**src/hmtc_pkg.sv**
```systemverilog
`default_nettype none
// ---------------------------------------------------------------------------
// hmtc_pkg: shared types and constants for the heightmap terrain collision core
// Item layouts, register indexes, controller states and Q16.16 helpers.
// ---------------------------------------------------------------------------
package hmtc_pkg;

  localparam int MAP_SIDE_DEF     = 128;
  localparam int HEIGHT_WIDTH_DEF = 32;

  localparam int CFG_W     = 32;  // widest register
  localparam int CFG_IDX_W = 3;
  localparam int FRAC_W    = 16;  // interpolation fraction bits
  localparam int CELL_W    = 8;   // integer quotient bits (cell index <= 127)
  localparam int QUOT_W    = CELL_W + FRAC_W;
  localparam int NUM_W     = 39;  // doubled grid coordinate, 0 .. 2*127*(2^31-1)
  localparam int DEN_W     = 32;  // doubled spacing
  localparam int GEO_W     = 42;  // signed width for extent and center math

  typedef enum logic [CFG_IDX_W-1:0] {
    REG_GRID_SPACING = 3'd0,
    REG_ORIGIN_X     = 3'd1,
    REG_ORIGIN_Y     = 3'd2,
    REG_ORIGIN_Z     = 3'd3,
    REG_LAST_COLUMN  = 3'd4,
    REG_LAST_ROW     = 3'd5
  } cfg_reg_t;

  typedef enum logic {
    KIND_LOAD = 1'b0,
    KIND_BOX  = 1'b1
  } kind_t;

  typedef enum logic [2:0] {
    ST_IDLE,
    ST_LOAD,
    ST_EXTENT,
    ST_CHECK,
    ST_DIVIDE,
    ST_READ,
    ST_INTERP,
    ST_FINISH
  } state_t;

  typedef struct packed {
    logic               kind;
    logic [6:0]         sample_row;
    logic [6:0]         sample_column;
    logic signed [31:0] sample_height;
    logic signed [31:0] box_min_x;
    logic signed [31:0] box_min_y;
    logic signed [31:0] box_min_z;
    logic signed [31:0] box_max_x;
    logic signed [31:0] box_max_y;
    logic signed [31:0] box_max_z;
  } req_item_t;

  typedef struct packed {
    logic               collides;
    logic               on_grid;
    logic signed [31:0] surface_height;
    logic signed [31:0] terrain_low;
    logic signed [31:0] terrain_high;
  } rsp_item_t;

  // Saturate a 34-bit signed sum to 32 bits
  function automatic logic signed [31:0] sat32(input logic signed [33:0] v);
    logic signed [31:0] r;
    if (v > 34'sh0_7FFF_FFFF) begin
      r = 32'sh7FFF_FFFF;
    end else if (v < -34'sh0_8000_0000) begin
      r = 32'sh8000_0000;
    end else begin
      r = v[31:0];
    end
    return r;
  endfunction

endpackage
`default_nettype wire

```
**src/hmtc_div.sv**
```systemverilog
`default_nettype none
// ---------------------------------------------------------------------------
// hmtc_div: radix-2 restoring divider for grid coordinates
// Produces an 8-bit cell index and a 16-bit fraction, one bit per cycle.
// ---------------------------------------------------------------------------
module hmtc_div
  import hmtc_pkg::*;
(
  input  wire logic              clk,
  input  wire logic              rst,
  input  wire logic              start,
  input  wire logic [NUM_W-1:0]  num,
  input  wire logic [DEN_W-1:0]  den,
  output logic                   done,
  output logic [QUOT_W-1:0]      quot
);

  localparam int CNT_W = $clog2(QUOT_W + 1);

  logic [DEN_W:0]       rem;
  logic [DEN_W-1:0]     den_r;
  logic [QUOT_W-1:0]    bits;
  logic [CNT_W-1:0]     cnt;
  logic                 busy;
  logic [DEN_W+1:0]     trial;
  logic                 fits;

  // Quotient is known to be below 2^24, so the top numerator bits start
  // as a partial remainder already smaller than the divisor.
  assign trial = {rem, bits[QUOT_W-1]};
  assign fits  = trial >= {2'b00, den_r};

  always_ff @(posedge clk) begin
    if (rst) begin
      busy <= 1'b0;
      done <= 1'b0;
    end else begin
      done <= busy && (cnt == CNT_W'(1));
      if (start) begin
        busy <= 1'b1;
      end else if (busy && (cnt == CNT_W'(1))) begin
        busy <= 1'b0;
      end
    end
  end

  // Datapath: one quotient bit per cycle
  always_ff @(posedge clk) begin
    if (start) begin
      rem   <= (DEN_W+1)'(num[NUM_W-1:CELL_W]);
      bits  <= {num[CELL_W-1:0], {FRAC_W{1'b0}}};
      den_r <= den;
      cnt   <= CNT_W'(QUOT_W);
    end else if (busy) begin
      if (fits) begin
        rem <= (DEN_W+1)'(trial - {2'b00, den_r});
      end else begin
        rem <= trial[DEN_W:0];
      end
      quot <= {quot[QUOT_W-2:0], fits};
      bits <= {bits[QUOT_W-2:0], 1'b0};
      cnt  <= cnt - CNT_W'(1);
    end
  end

endmodule
`default_nettype wire

```
**config.mk**
```make
export PLATFORM = sky130hd
export DESIGN_NAME = hmtc_div
export DESIGN_NICKNAME = d
export VERILOG_FILES = /design/src/hmtc_pkg.sv /design/src/hmtc_div.sv
export SDC_FILE = /design/constraint.sdc
export NUM_CORES = 1
export LEC_CHECK = 0
export ABC_CLOCK_PERIOD_IN_PS = 2700
export BUFFER_PORTS_ARGS = -buffer_cell sky130_fd_sc_hd__buf_2
export CORE_ASPECT_RATIO = 1.1
export CORE_MARGIN = 3
export CORE_UTILIZATION = 52
export CTS_CLUSTER_DIAMETER = 40
export DETAILED_ROUTE_END_ITERATION = 8
export PLACE_DENSITY_LB_ADDON = 0.3
export SLEW_MARGIN = 25
export SYNTH_ARGS = -nofsm -noshare
export SYNTH_HDL_FRONTEND = slang
export SYNTH_SLANG_ARGS = --single-unit
```
**constraint.sdc**
```tcl
create_clock -name clk -period 2.7 [get_ports clk]
set_clock_uncertainty 0.15 [all_clocks]
set_input_delay 0.135 -clock clk [delete_from_list [all_inputs] [get_ports clk]]
set_output_delay 0.135 -clock clk [all_outputs]
set_load 0.005 [all_outputs]
```
Word level (Yosys, flattened, before mapping)
Cells that the tools add are included.

Magnitude comparators: 1. Equality and inequality tests: 1. Divide/modulo/power cells: 0. Muxes and demuxes: 7. Reduce and logical (&&, ||, !) cells: 4. Add/sub/neg operators: 2. Shifts and indexed selects: 0. Bitwise gates (word level): 1. $mul: 0.

Operator list (number): 31-bit 2-to-1 mux (2); 24-bit 2-to-1 mux (2); 34-bit by 32-bit >= comparator with 1-bit output (1); 33-bit 2-to-1 mux (1); 33-bit by 32-bit subtractor with 33-bit output (1); 5-bit by 1-bit equality test with 1-bit output, second input constant (1); 5-bit by 1-bit subtractor with 5-bit output, second input constant (1); 2-bit nonzero test (2); 1-bit 2-to-1 mux (2); 2-bit AND reduction (1); 1-bit logical AND (1); 1-bit inverter (1).

Memory bits (writable): 0. Memory bits (read-only): 0. Bits in latches: 0. Input bits: 74. Memories kept: 0. Flip-flop bits (word level): 104.

Logic depth before layout (Yosys ltp)
Word-level depth: 4. Gate-level depth with buffers: 14. Gate-level depth less buffers: 13.

Worst setup path before layout
Ideal clock, no wire load.

Kind: register to register. Start: register rem[6]. End: register rem[27], data pin. Buffers on the path: 2. Period minus slack after synthesis: 2.929 ns. Arrival time: 2.518 ns. Data required time: 2.289 ns. Stages on the path, launching flop included: 12. Path slack: -0.229 ns. Library setup time: 0.261 ns. Cells stage by stage: edfxtp_1 -> ha_1 -> buf_6 -> a21oi_2 -> o21ai_2 -> a211o_1 -> a221oi_4 -> o2111ai_4 -> nand2_4 -> buf_6 -> nor2_4 -> a221o_1.

Cells in the longest elaborated chain, start to end: 4.

RTL lines: start, declared (line hmtc_div.sv:20) `logic [DEN_W:0] rem;`; start signal, assigned (line hmtc_div.sv:50) `rem <= (DEN_W+1)'(num[NUM_W-1:CELL_W]);`; start signal, assigned (line hmtc_div.sv:56) `rem <= (DEN_W+1)'(trial - {2'b00, den_r});`; start signal, assigned (line hmtc_div.sv:58) `rem <= trial[DEN_W:0];`; 33-bit by 32-bit subtractor with 33-bit output or 34-bit by 32-bit >= comparator with 1-bit output (tied branches) (line hmtc_div.sv:56, hmtc_div.sv:31); 33-bit 2-to-1 mux * (line hmtc_div.sv:55) `if (fits) begin`; 31-bit 2-to-1 mux * (line hmtc_div.sv:54) `end else if (busy) begin`; 31-bit 2-to-1 mux * (line hmtc_div.sv:49) `if (start) begin`.

Every way passes the cells marked *; elsewhere a longest branch is shown, timed or not. The select of a mux whose other input is x is not followed. A chain may end at the register's enable or synchronous reset.

Final worst setup path
Start: register rem[11]. End: register rem[30], data pin.

Same word-level chain as after synthesis.

==> impl_summary.txt <==
----------------------------------------------------
[Run status]
  Outcome ... finished with violations
  Violations in the final reports ... negative hold slack, negative setup slack

[Cells and area]
  Design area ... 9392 µm²
  Area of the multi-input gates ... 3301 µm²
  Area growth from synthesis to layout ... 50.72%
  Fill cells ... 672
  Share of the core filled with cells ... 0.8101
  Most common cell after layout, fill and taps aside ... sky130_fd_sc_hd__buf_4
  Net total in the final layout ... 973
  Most frequent cells in the layout ... sky130_fd_sc_hd__buf_4 (112), sky130_fd_sc_hd__buf_2 (97), sky130_fd_sc_hd__edfxtp_1 (95)
  Area occupied by registers ... 3033 µm²
  # diodes ... 0
  Filler-free cell count of the finished design ... 1019
  Proportion of layout cells with a drive suffix above 1 ... 0.4097

[STA]
  Worst hold slack after final layout ... -0.02689 ns
  Final worst-path setup slack ... -0.4357 ns
  Setup-violating endpoint count in the final report ... 34
  Worst slew margin relative to its limit ... 0.5892
  Hold Violations, Final ... 1
  Maximum frequency from static timing analysis ... 318.9 MHz
  Post-route clock period utilization ... 1.161
  Unrepaired setup endpoints after global routing ... true
  Final Max Tran Viols ... 0
  Actual transition at the worst max-transition pin ... 0.6125 ns
  Min Clock Period, post-route ... 3.136 ns

[Logic synthesis]
  Number of synthesized flops with an enable pin ... 95
  Main area contributors after synthesis ... sky130_fd_sc_hd__edfxtp_1 (46%), sky130_fd_sc_hd__ha_1 (6.8%), sky130_fd_sc_hd__a21oi_1 (3.4%), sky130_fd_sc_hd__nand2_1 (3.1%), sky130_fd_sc_hd__dfxtp_1 (2.9%)
  Share of flip-flops with an asynchronous set or reset ... 0
  Post-synthesis mux area share ... 0.02450
  Combined area of all synthesized cells ... 6231 µm²
  Post-Synthesis Cells ... 584
  Post-synthesis cell type count ... 84
  Post-synth top flop ... sky130_fd_sc_hd__edfxtp_1
  Average footprint of a synthesized cell ... 10.67 µm²
  Fraction of the mapped netlist area in compound gates ... 0.1805
  Area share of the leading cell type in the synthesized netlist ... 0.4578
  Post-synthesis cell type with the largest combined area ... sky130_fd_sc_hd__edfxtp_1
  Flop and latch count out of synthesis ... 104
  Xor/xnor share of the synthesized area ... 0.03233
  Yosys warns ... 0
  Main combinational cell family by area after synthesis ... compound AO/OA/AOI/OAI gates
  Post-synthesis share of cell area spent on and, or, nand and nor gates ... 0.1490
  Sequential cell area fraction in the yosys report ... 0.4867
  Post-synthesis share of cell area spent on full adders, half adders and majority gates ... 0.07149
  Syn_nets ... 693

[Detailed routing]
  Via count ... 5938
  Final routed wirelength across all metal layers ... 19380 µm
  Number of optimization iterations in the first detailed-route pass ... 6
  Post-route ant nets ... 0
  Remaining design rule violation count ... 0
  Average wire length per cell after detail routing ... 19.02 µm
  Vias per inst ... 5.827
  Iteration-0 DRC Markers ... 577

[Floorplanning]
  Number of rows in the core area ... 41
  Die X-Extent ... 110.4 µm
  IO Count ... 99
  Die footprint ... 13330 µm²
  Effective utilization at floorplan ... 0.5374
  Vertical extent of the die ... 120.8 µm
  Area inside the core boundary ... 11590 µm²

[Critical path]
  Critical path origin ... rem[11]
  Crit. End Element ... flop
  Crit path buffers/inverters ... 3
  Classification of the worst setup path ... reg -> reg
  Family of cells with the greatest summed delay on the critical path ... simple AND/OR/NAND/NOR gates
  Critical-path top delay cell ... sky130_fd_sc_hd__edfxtp_1
  Maximum cell stage delay along the critical path ... 0.45 ns
  Cell-by-cell listing of the critical path ... ha_4 -> and3_1 -> buf_4 -> and2_1 -> a221oi_4 -> buf_6 -> buf_4 -> or4_1 -> a311o_1 -> a21o_1 -> a41oi_2
  Critical Path Start Type ... flop
  Data arrival time of the worst path ... 3.19 ns
  Worst path most repeated cell ... sky130_fd_sc_hd__buf_4
  Start of the worst register-to-register path ... rem[11]
  Maximum fanout encountered on the critical timing path ... 4
  Worst path required time ... 2.75 ns

[Clock network]
  Clock slew at reported path FFs ... 0.07 ns
  Clock tree from TritonCTS ... built
  Num CTS Buffers ... 9
  Sinks on Clock Net ... 104
  Clock tree root driver cell ... sky130_fd_sc_hd__clkbuf_16
  Clock latency reported for the late side of the worst-skew pair ... 0.36 ns
  Bufs on Longest Clock Path ... 2
  H-tree depth ... 3

[Global route]
  Global-route usage over all layers ... 0.2838
  Largest net degree at the start of global routing ... 40
  Number of antenna violations at the first check in global routing ... 0
  Number of global-route vias before repair ... 6063
  Final global-route overflow total ... 0
  Wire length of the first global-routing pass ... 29240 µm

[Pwr]
  Sw Share ... 0.3961
  Logic pwr share ... 0.637
  Part of the total power dissipated in the clock network ... 0.146
  Static leakage ... 3.979 nW
  Cell Pwr Density ... 1146 nW/µm²
  Proportion of power drawn by flip-flops and latches ... 0.217
  Maximum resistive drop on vdd ... 532.7 µV
  NetSw ... 4.263 mW
  Internal power component ... 6.499 mW

[Placed design]
  Port-buffer cells ... 98
  Routability cong. ... 1.020
  Cell Count Post-Placement ... 918
  Post-Place Cell Area ... 7742 µm²
  Half-perimeter wire length after detailed placement ... 12000 µm

[Min path]
  Startpoint of the lowest-slack hold path ... num[11]
  Min-delay worst type ... in -> reg

[Flow run]
  Max-cap violation count ... 0

----------------------------------------------------
metal layers:
| metal | vias up | global-route usage | wire (µm) | part of all wire |
|---|---|---|---|---|
| met3 | 90 | 0.05339 | 1348 | 0.070 |
| li1 | 2728 | - | - | - |
| met1 | 2800 | 0.3479 | 7480 | 0.39 |
| met4 | 0 | 0.1378 | 942 | 0.049 |
| met5 | - | 0 | 0 | 0 |
| met2 | 320 | 0.4753 | 9608 | 0.50 |
worst paths after layout:
check | to | slack, ns | depth (start not counted)
setup / recovery | rem[30] | -0.44 | 11
hold / removal | rem[3] | -0.03 | 3
setup reg to reg | rem[30] | -0.44 | 11
hold reg to reg | quot[11] | 0.30 | 0
power groups by stage:
| stage | sequential, mW | clock, mW | combinational [mW] |
|---|---|---|---|
| after floorplan | 2.29 | 0 | 3.09 |
| final | 2.33 | 1.58 | 6.86 |
| after CTS | 2.31 | 1.58 | 5.84 |
| after global routing | 2.36 | 1.65 | 7.25 |
| after detailed placement | 2.33 | 0 | 4.87 |
| after global placement | 2.31 | 0 | 4.74 |
Yosys cell counts, types with 6 or more instances:
master                     count
sky130_fd_sc_hd__o21a_1        6
sky130_fd_sc_hd__o21ai_0      22
sky130_fd_sc_hd__nand2_1      52
sky130_fd_sc_hd__ha_1         34
sky130_fd_sc_hd__nand4_1       8
sky130_fd_sc_hd__nand3_1      15
sky130_fd_sc_hd__inv_1        41
sky130_fd_sc_hd__nor2_1       45
sky130_fd_sc_hd__edfxtp_1     95
sky130_fd_sc_hd__xnor2_1      15
sky130_fd_sc_hd__buf_6         6
sky130_fd_sc_hd__mux2_2       10
sky130_fd_sc_hd__xor2_1        8
sky130_fd_sc_hd__or3_1         6
sky130_fd_sc_hd__buf_2         9
sky130_fd_sc_hd__a31oi_1      17
sky130_fd_sc_hd__clkbuf_1      8
sky130_fd_sc_hd__a21oi_1      42
sky130_fd_sc_hd__and3_1        7
sky130_fd_sc_hd__dfxtp_1       9
sky130_fd_sc_hd__nor3_1       11
sky130_fd_sc_hd__a21o_1       13
registers in the layout, indices dropped and copies added, names as in the netlist:
name   cells
den_r     32
quot      24
bits       8
cnt        5
rem       33
done       1
busy       1
timing repair:
item / in CTS / in global routing
setup buffers: 12 / 12
pin swaps: 19 / 21
gates cloned: 1 / 1
setup endpoints to repair: 34 / 34
hold buffers: 62 / 0
endpoints found under the hold margin: 63 / 0
gates resized for setup: 58 / 56
layout make-up:
type                       count  area share
multi-input combinational    408      0.3515
timing repair buffer         296      0.2445
inverter                      43     0.01998
tap                          150     0.01998
timing repair inverter         2    0.002931
sequential                   104      0.3229
clock buffer                   9     0.02398
clock inverter                 7     0.01426
stage by stage:
stage          TNS, ns  power (mW)  setup WS, ns
3_5_place_dp    -9.745       7.194       -0.3527
2_1_floorplan  -0.8359       5.375       -0.1181
5_1_grt         -13.26       11.25       -0.4729
3_3_place_gp    -4.892       7.049       -0.2632
6_report        -10.53       10.76       -0.4357
4_1_cts         -8.196       9.733       -0.3460
logic make-up (layout without fill, tap and decap cells):
kind of cell,Yosys count,after routing
and+or+nand+nor,181,181
AOI/OAI and AO/OA,155,155
DFF,104,104
buffers and inverters,72,357
adders and majority gates,35,35
xor gates and xnor gates,23,23
muxes,14,14
tightest hold or removal path: stages:
cell and delay [ns]:
sky130_fd_sc_hd__buf_2 0.08, sky130_fd_sc_hd__nor2_1 0.04, sky130_fd_sc_hd__a31oi_1 0.12
Note: power is estimated with default switching activity, not from simulation.
